==> src/design/strict_priority_frame_queues_defines.svh <==
// Assertion macros for the strict priority frame queues.
`ifndef STRICT_PRIORITY_FRAME_QUEUES_DEFINES_SVH
`define STRICT_PRIORITY_FRAME_QUEUES_DEFINES_SVH

// Same-cycle implication, disabled in reset.
`define SPFQ_ASSERT_NOW(lbl, clk, rstn, ante, cons) \
    lbl: assert property (@(posedge clk) disable iff (!rstn) (ante) |-> (cons)) \
        else $error("spfq: same-cycle check failed");

// Next-cycle implication, disabled in reset.
`define SPFQ_ASSERT_NEXT(lbl, clk, rstn, ante, cons) \
    lbl: assert property (@(posedge clk) disable iff (!rstn) (ante) |=> (cons)) \
        else $error("spfq: next-cycle check failed");

`endif

==> src/design/spfq_pkg.sv <==
package spfq_pkg;

    localparam int QUEUE_DEPTH = 4096;
    localparam int CLASS_COUNT = 3;
    localparam int MAX_PAYLOAD = 1024;

    localparam int HDR_BYTES = 4;
    localparam int REQ_W     = 3;
    localparam int CLS_W     = 2;
    localparam int BYTE_W    = 8;
    localparam int LEN_W     = 16;
    localparam int BACKLOG_W = 13;

    typedef logic [REQ_W-1:0] req_t;

    localparam req_t REQ_PUSH_HDR   = 3'd0;
    localparam req_t REQ_PUSH_BYTE  = 3'd1;
    localparam req_t REQ_TAKE_FRAME = 3'd2;
    localparam req_t REQ_TAKE_BYTE  = 3'd3;
    localparam req_t REQ_CLEAR      = 3'd4;
    localparam req_t REQ_QUERY      = 3'd5;

    typedef struct packed {
        logic       load_req;
        logic       calc_used;
        logic       latch_act;
        logic       clear;
        logic       set_acc;
        logic       set_fail;
        logic       wr_en;
        logic       rd_en;
        logic [1:0] step;
        logic       load_out;
    } cmd_t;

    typedef struct packed {
        req_t req_type;
        logic cls_ok;
        logic link_open;
        logic fits;
        logic room_nz;
        logic elig_any;
        logic drain_zero;
        logic drain_ok;
    } status_t;

endpackage

==> src/design/spfq_ctrl.sv <==
`include "strict_priority_frame_queues_defines.svh"

module spfq_ctrl (
    input  logic             aclk,
    input  logic             aresetn,
    input  logic             s_valid,
    output logic             s_ready,
    output logic             m_valid,
    input  logic             m_ready,
    input  spfq_pkg::status_t sts,
    output spfq_pkg::cmd_t    cmd
);

    localparam logic [2:0] ST_IDLE = 3'd0;
    localparam logic [2:0] ST_PRE  = 3'd1;
    localparam logic [2:0] ST_EVAL = 3'd2;
    localparam logic [2:0] ST_WR   = 3'd3;
    localparam logic [2:0] ST_RD   = 3'd4;
    localparam logic [2:0] ST_POST = 3'd5;
    localparam logic [2:0] ST_FIN  = 3'd6;

    logic [2:0] state_reg, state_next;
    logic [1:0] step_reg, step_next;
    logic [1:0] last_step_reg, last_step_next;
    logic       out_valid_reg, out_valid_next;

    always_comb begin
        cmd            = '0;
        state_next     = state_reg;
        step_next      = step_reg;
        last_step_next = last_step_reg;
        out_valid_next = out_valid_reg && !m_ready;
        unique case (state_reg)
            ST_IDLE: begin
                if (s_valid) begin
                    cmd.load_req = 1'b1;
                    state_next   = ST_PRE;
                end
            end
            ST_PRE: begin
                cmd.calc_used = 1'b1;
                state_next    = ST_EVAL;
            end
            ST_EVAL: begin
                cmd.latch_act = 1'b1;
                step_next     = 2'd0;
                state_next    = ST_POST;
                case (sts.req_type)
                    spfq_pkg::REQ_PUSH_HDR: begin
                        if (sts.cls_ok && sts.link_open) begin
                            if (!sts.fits) begin
                                cmd.set_fail = 1'b1;
                            end else begin
                                cmd.set_acc    = 1'b1;
                                last_step_next = 2'd3;
                                state_next     = ST_WR;
                            end
                        end
                    end
                    spfq_pkg::REQ_PUSH_BYTE: begin
                        if (sts.cls_ok && sts.room_nz) begin
                            cmd.set_acc    = 1'b1;
                            last_step_next = 2'd0;
                            state_next     = ST_WR;
                        end
                    end
                    spfq_pkg::REQ_TAKE_FRAME: begin
                        if (sts.link_open && sts.drain_zero && sts.elig_any) begin
                            cmd.set_acc    = 1'b1;
                            last_step_next = 2'd3;
                            state_next     = ST_RD;
                        end
                    end
                    spfq_pkg::REQ_TAKE_BYTE: begin
                        if (sts.cls_ok && sts.drain_ok) begin
                            cmd.set_acc    = 1'b1;
                            last_step_next = 2'd0;
                            state_next     = ST_RD;
                        end
                    end
                    spfq_pkg::REQ_CLEAR: begin
                        cmd.clear   = 1'b1;
                        cmd.set_acc = 1'b1;
                    end
                    spfq_pkg::REQ_QUERY: begin
                        cmd.set_acc = sts.cls_ok;
                    end
                    default: begin
                    end
                endcase
            end
            ST_WR: begin
                cmd.wr_en = 1'b1;
                cmd.step  = step_reg;
                if (step_reg == last_step_reg) begin
                    state_next = ST_POST;
                end else begin
                    step_next = step_reg + 2'd1;
                end
            end
            ST_RD: begin
                cmd.rd_en = 1'b1;
                cmd.step  = step_reg;
                if (step_reg == last_step_reg) begin
                    state_next = ST_POST;
                end else begin
                    step_next = step_reg + 2'd1;
                end
            end
            ST_POST: begin
                cmd.calc_used = 1'b1;
                state_next    = ST_FIN;
            end
            ST_FIN: begin
                if (!out_valid_reg || m_ready) begin
                    cmd.load_out   = 1'b1;
                    out_valid_next = 1'b1;
                    state_next     = ST_IDLE;
                end
            end
            default: begin
                state_next = ST_IDLE;
            end
        endcase
    end

    always_ff @(posedge aclk) begin
        if (!aresetn) begin
            state_reg     <= ST_IDLE;
            step_reg      <= 2'd0;
            last_step_reg <= 2'd0;
            out_valid_reg <= 1'b0;
        end else begin
            state_reg     <= state_next;
            step_reg      <= step_next;
            last_step_reg <= last_step_next;
            out_valid_reg <= out_valid_next;
        end
    end

    assign s_ready = (state_reg == ST_IDLE);
    assign m_valid = out_valid_reg;

    `SPFQ_ASSERT_NEXT(a_one_request, aclk, aresetn, s_valid && s_ready, !s_ready)
    `SPFQ_ASSERT_NOW(a_no_overwrite, aclk, aresetn, cmd.load_out, !out_valid_reg || m_ready)
    `SPFQ_ASSERT_NOW(a_step_bound, aclk, aresetn, state_reg == ST_WR || state_reg == ST_RD, step_reg <= last_step_reg)

endmodule

==> config.mk <==
export PLATFORM = sky130hd
export DESIGN_NAME = spfq_ctrl
export DESIGN_NICKNAME = d
export VERILOG_FILES = /design/src/design/spfq_pkg.sv /design/src/design/spfq_ctrl.sv
export VERILOG_INCLUDE_DIRS = /design/src /design/src/design
export SDC_FILE = /design/constraint.sdc
export NUM_CORES = 1
export LEC_CHECK = 0
export ABC_AREA = 1
export BUFFER_PORTS_ARGS = -buffer_cell sky130_fd_sc_hd__buf_4
export CORE_AREA = 8 8 45 47
export DETAILED_ROUTE_END_ITERATION = 12
export DIE_AREA = 0 0 53 55
export PLACE_DENSITY = 0.82
export SLEW_MARGIN = 15
export SYNTH_ARGS = -nofsm -noshare
export SYNTH_HDL_FRONTEND = slang
export SYNTH_SLANG_ARGS = --single-unit
==> constraint.sdc <==
create_clock -name aclk -period 2.33 [get_ports aclk]
set_input_delay 0.466 -clock aclk [delete_from_list [all_inputs] [get_ports aclk]]
set_output_delay 0.466 -clock aclk [all_outputs]
set_load 0.02 [all_outputs]
# [Word level (Yosys, flattened, before mapping)]
# Index checks and enable logic that the tools add are counted.
[totals] regBits=8 latchBits=0 mem_bits_rw=0 romBits=0 word_cells=82 n_memories=0
[op_classes] n_addsub=1 mul=0 n_div=0 order_cmp=0 eq_ne=21 n_shift=0 mux=38 n_bitwise=0 n_reduce_logical=18
[ops] op="1-bit 2-to-1 mux" count=18
[ops] op="3-bit 2-to-1 mux" count=6
[ops] op="3-bit one-hot mux with 6 select lines" count=1
[ops] op="2-bit 2-to-1 mux" count=8
[ops] op="2-bit != test (second input constant)" count=8
[ops] op="3-bit == test (second input constant)" count=5
[ops] op="3-bit by 2-bit == test with 1-bit output (second input constant)" count=4
[ops] op="3-bit one-hot mux with 4 select lines" count=1
[ops] op="2-bit one-hot mux with 4 select lines" count=1
[ops] op="7-bit AND reduction" count=1
[ops] op="3-bit by 1-bit == test with 1-bit output (second input constant)" count=2
[ops] op="1-bit logical AND" count=6
[ops] op="3-bit logical NOT" count=2
[ops] op="1-bit one-hot mux with 6 select lines" count=1
[ops] op="4-bit 2-to-1 mux" count=1
[ops] op="2-bit one-hot mux with 2 select lines" count=1
[ops] op="4-bit nonzero test" count=1
[ops] op="2-bit OR reduction" count=2
[ops] op="3-bit AND reduction" count=1
[ops] op="2-bit by 1-bit adder with 2-bit output (second input constant)" count=1
[ops] op="2-bit == test" count=1
[ops] op="1-bit logical NOT" count=2
[ops] op="2-bit by 1-bit != test with 1-bit output (second input constant)" count=1
[ops] op="2-bit AND reduction" count=1
[ops] op="2 further kinds" count=2

# [Longest topological paths before layout]
[logic_depth] depth_word=5 ltp_mapped=9 ltp_nobuf=9

# [Worst setup path after synthesis]
# No wires, ideal clock.
[synth_path] path_type="register to output" start="register state_reg[1]" end="output cmd[5] in the netlist's numbering" arrival_ps=1382 t_required_ps=1864 setup_slack_ps=482 stages_incl_launch_ff=5 path_cell_list="dfxtp_1 > inv_2 > nor3_4 > inv_2 > nor3_1"
[synth_lines] element="from (decl)" line="spfq_ctrl.sv:22" source="logic [2:0] state_reg, state_next;"
[synth_lines] element="from (signal assigned)" line="spfq_ctrl.sv:134" source="state_reg <= state_next;"
[synth_lines] element="to (decl)" line="spfq_ctrl.sv:11" source="output spfq_pkg::cmd_t cmd"

==> results.yml <==
die:
  die_w_um: 53
  rows: 14
  coreArea_um2: 1380
  die_area_um2: 2920
  initial_core_util: 0.426
  die_h_um: 55
  ios: 27
clock_network:
  cts_tree: "yes"
  clkLatencyLatePin_ns: 0.25
  cts.clk_slew.worst_paths_ns: 0.05
  clockBufferDepth: 2
  cts-root-buf: "clkbuf_4"
  postCtsResizedCells: 0
  cts_hold_buf: 0
  post-cts-setup-buffers: 0
  cts_made_buffers: 3
  cts.sinks: 7
  htreeDepth: 1
detailed_routing:
  via_per_inst: 4.88
  avgRoutedWirePerCell_um: 10.8
  initialDrtViolationCount: 15
  drt_pass1_iterations: 4
  drcViolationCount: 0
  postRouteAntennaNets: 0
  routed_wl_mm: 1.67
  vias: 751
final_layout:
  diodes: 0
  nNetsFinal: 153
  syn2layout_area_growth_pct: 41.0
  largest_register_ffs: 3
  drive_gt1_frac: 0.297
  post-route-util: 0.600
global_route:
  antenna_found_initial: 0
  grt_pass1_wl_mm: 2.55
  grt_pass1_vias: 635
  grt_max_degree: 8
  grt.total_usage: 0.117
  grt-ovfl-total: 0
synthesis:
  synthCells: 108
  synth_compound_area_frac: 0.119
  synth_fa_ha_area_frac: 0
  synth-xor-area-share: 0
  synth_area_um2: 589
  syn_area_per_cell_um2: 5.46
  synth_seq_cells: 7
  synth_nets: 122
  yosys.area_share.simple: 0.529
  synth_cell_types: 16
  yosysWarnings: 0
  synth_seq_area_share: 0.238
  synth_top_family_by_area: "simple AND/OR/NAND/NOR gates"
  synth_mux_area_frac: 0
timing:
  rsz0062_at_grt: "false"
  setup_tns_ns: 0
  fin_worst_skew_ns: 0.00386
  fin_crit_sh: 0.835
  finalCriticalPeriod_ns: 1.94
  hold_violations: 0
  slew_headroom: 0.797
  worst_slew_pin_slew_ns: 0.303
  slew_viol_final: 0
  holdWs_ns: 0.461
  fmax_mhz: 514
  setup_viol: 0
setup_path:
  arrival_ns: 1.48
  worstPathMaxFanout: 6
  worst-setup-path-type: "flop to output pin"
  required_ns: 1.86
  end_kind: "output pin"
  cp-start-kind: "flop"
placed_design:
  gp_congestion: 0.843
  port_buffers: 26
  dp_hpwl_mm: 1.42
pwr:
  power_density_nw_per_um2: 888
  power.total_mw: 0.738
  p_leak_nw: 0.435
  vdd_ir_drop_max_mv: 0.429
run_status:
  status: "finished, final reports clean"
hold_path:
  hp-class: "input pin to flop"
flow_run:
  max-cap-violations: 0
-- synth_stat cells, drive strengths merged --
master | number | share of area
nor3 | 5 | 0.062
dfxtp | 7 | 0.24
a21oi | 9 | 0.076
nand2 | 32 | 0.22
a31oi | 1 | 0.011
inv | 18 | 0.11
o21ai | 3 | 0.032
nor2 | 22 | 0.14
nand3 | 10 | 0.093
nand3b | 1 | 0.013
-- cells in the final DEF (no fill, tap or decap) --
cell       n
clkbuf_1   1
nand2_2    3
o21ai_2    1
nor3_4     1
inv_1     13
inv_2      5
a31oi_1    1
dfxtp_1    7
nor2_1    21
nand3_1    9
clkbuf_4   3
a21oi_1    9
nand3b_1   1
buf_4     26
nor3_1     4
o21ai_0    2
nand3_2    1
nor2_2     1
nand2_1   29
-- cell type report --
class	instances	area [um2]
Fill cell	152	553
Multi-Input combinational cell	83	382
Timing Repair Buffer	26	195
Sequential cell	7	140
Inverter	18	67.6
Clock buffer	4	26.3
Tap cell	16	20.0
-- path summary, 6_finish.rpt --
check | cells past startpoint | slack, ns | start | endpoint
setup reg to reg | 6 | 1.02 | state_reg[2] | state_reg[2]
hold / removal | 3 | 0.46 | aresetn | last_step_reg[0]
hold reg to reg | 2 | 0.51 | step_reg[1] | step_reg[1]
setup / recovery | 5 | 0.39 | state_reg[1] | cmd[5]
-- metal layers --
layer	vias up	part of all wire	track usage
met5	-	0	0
met4	0	0.019	0.0905
met3	4	0.046	0.0214
met2	19	0.50	0.191
met1	327	0.43	0.131
li1	401	-	-
-- power by group --
| part | total, mW | leakage [nW] | switching, mW | internal (mW) |
|---|---|---|---|---|
| registers | 0.203 | 0.0571 | 0.0523 | 0.151 |
| clock network | 0.110 | 0.0150 | 0.0447 | 0.0653 |
| logic | 0.425 | 0.363 | 0.259 | 0.166 |
-- through the flow --
stage	worst slack (ns)	instances	instance area (um2)
finish	0.385	154	831
global route	0.304	154	831
floorplan	0.482	108	589
CTS	0.372	154	831
global placement	0.505	150	805
detailed placement	0.436	150	805
-- critical path, cell delays in order, from the launching register on --
cell and delay, ns:
dfxtp_1 0.43, inv_2 0.09, nor3_4 0.26, inv_2 0.09, nor3_1 0.18, buf_4 0.17
-- kinds of logic (layout without fill, tap and decap cells) --
logic type,count (synthesis),in the layout
flops,7,7
compound gates,13,13
buf+inv,18,48
simple gates,70,70
(Power assumes the default switching activity.)
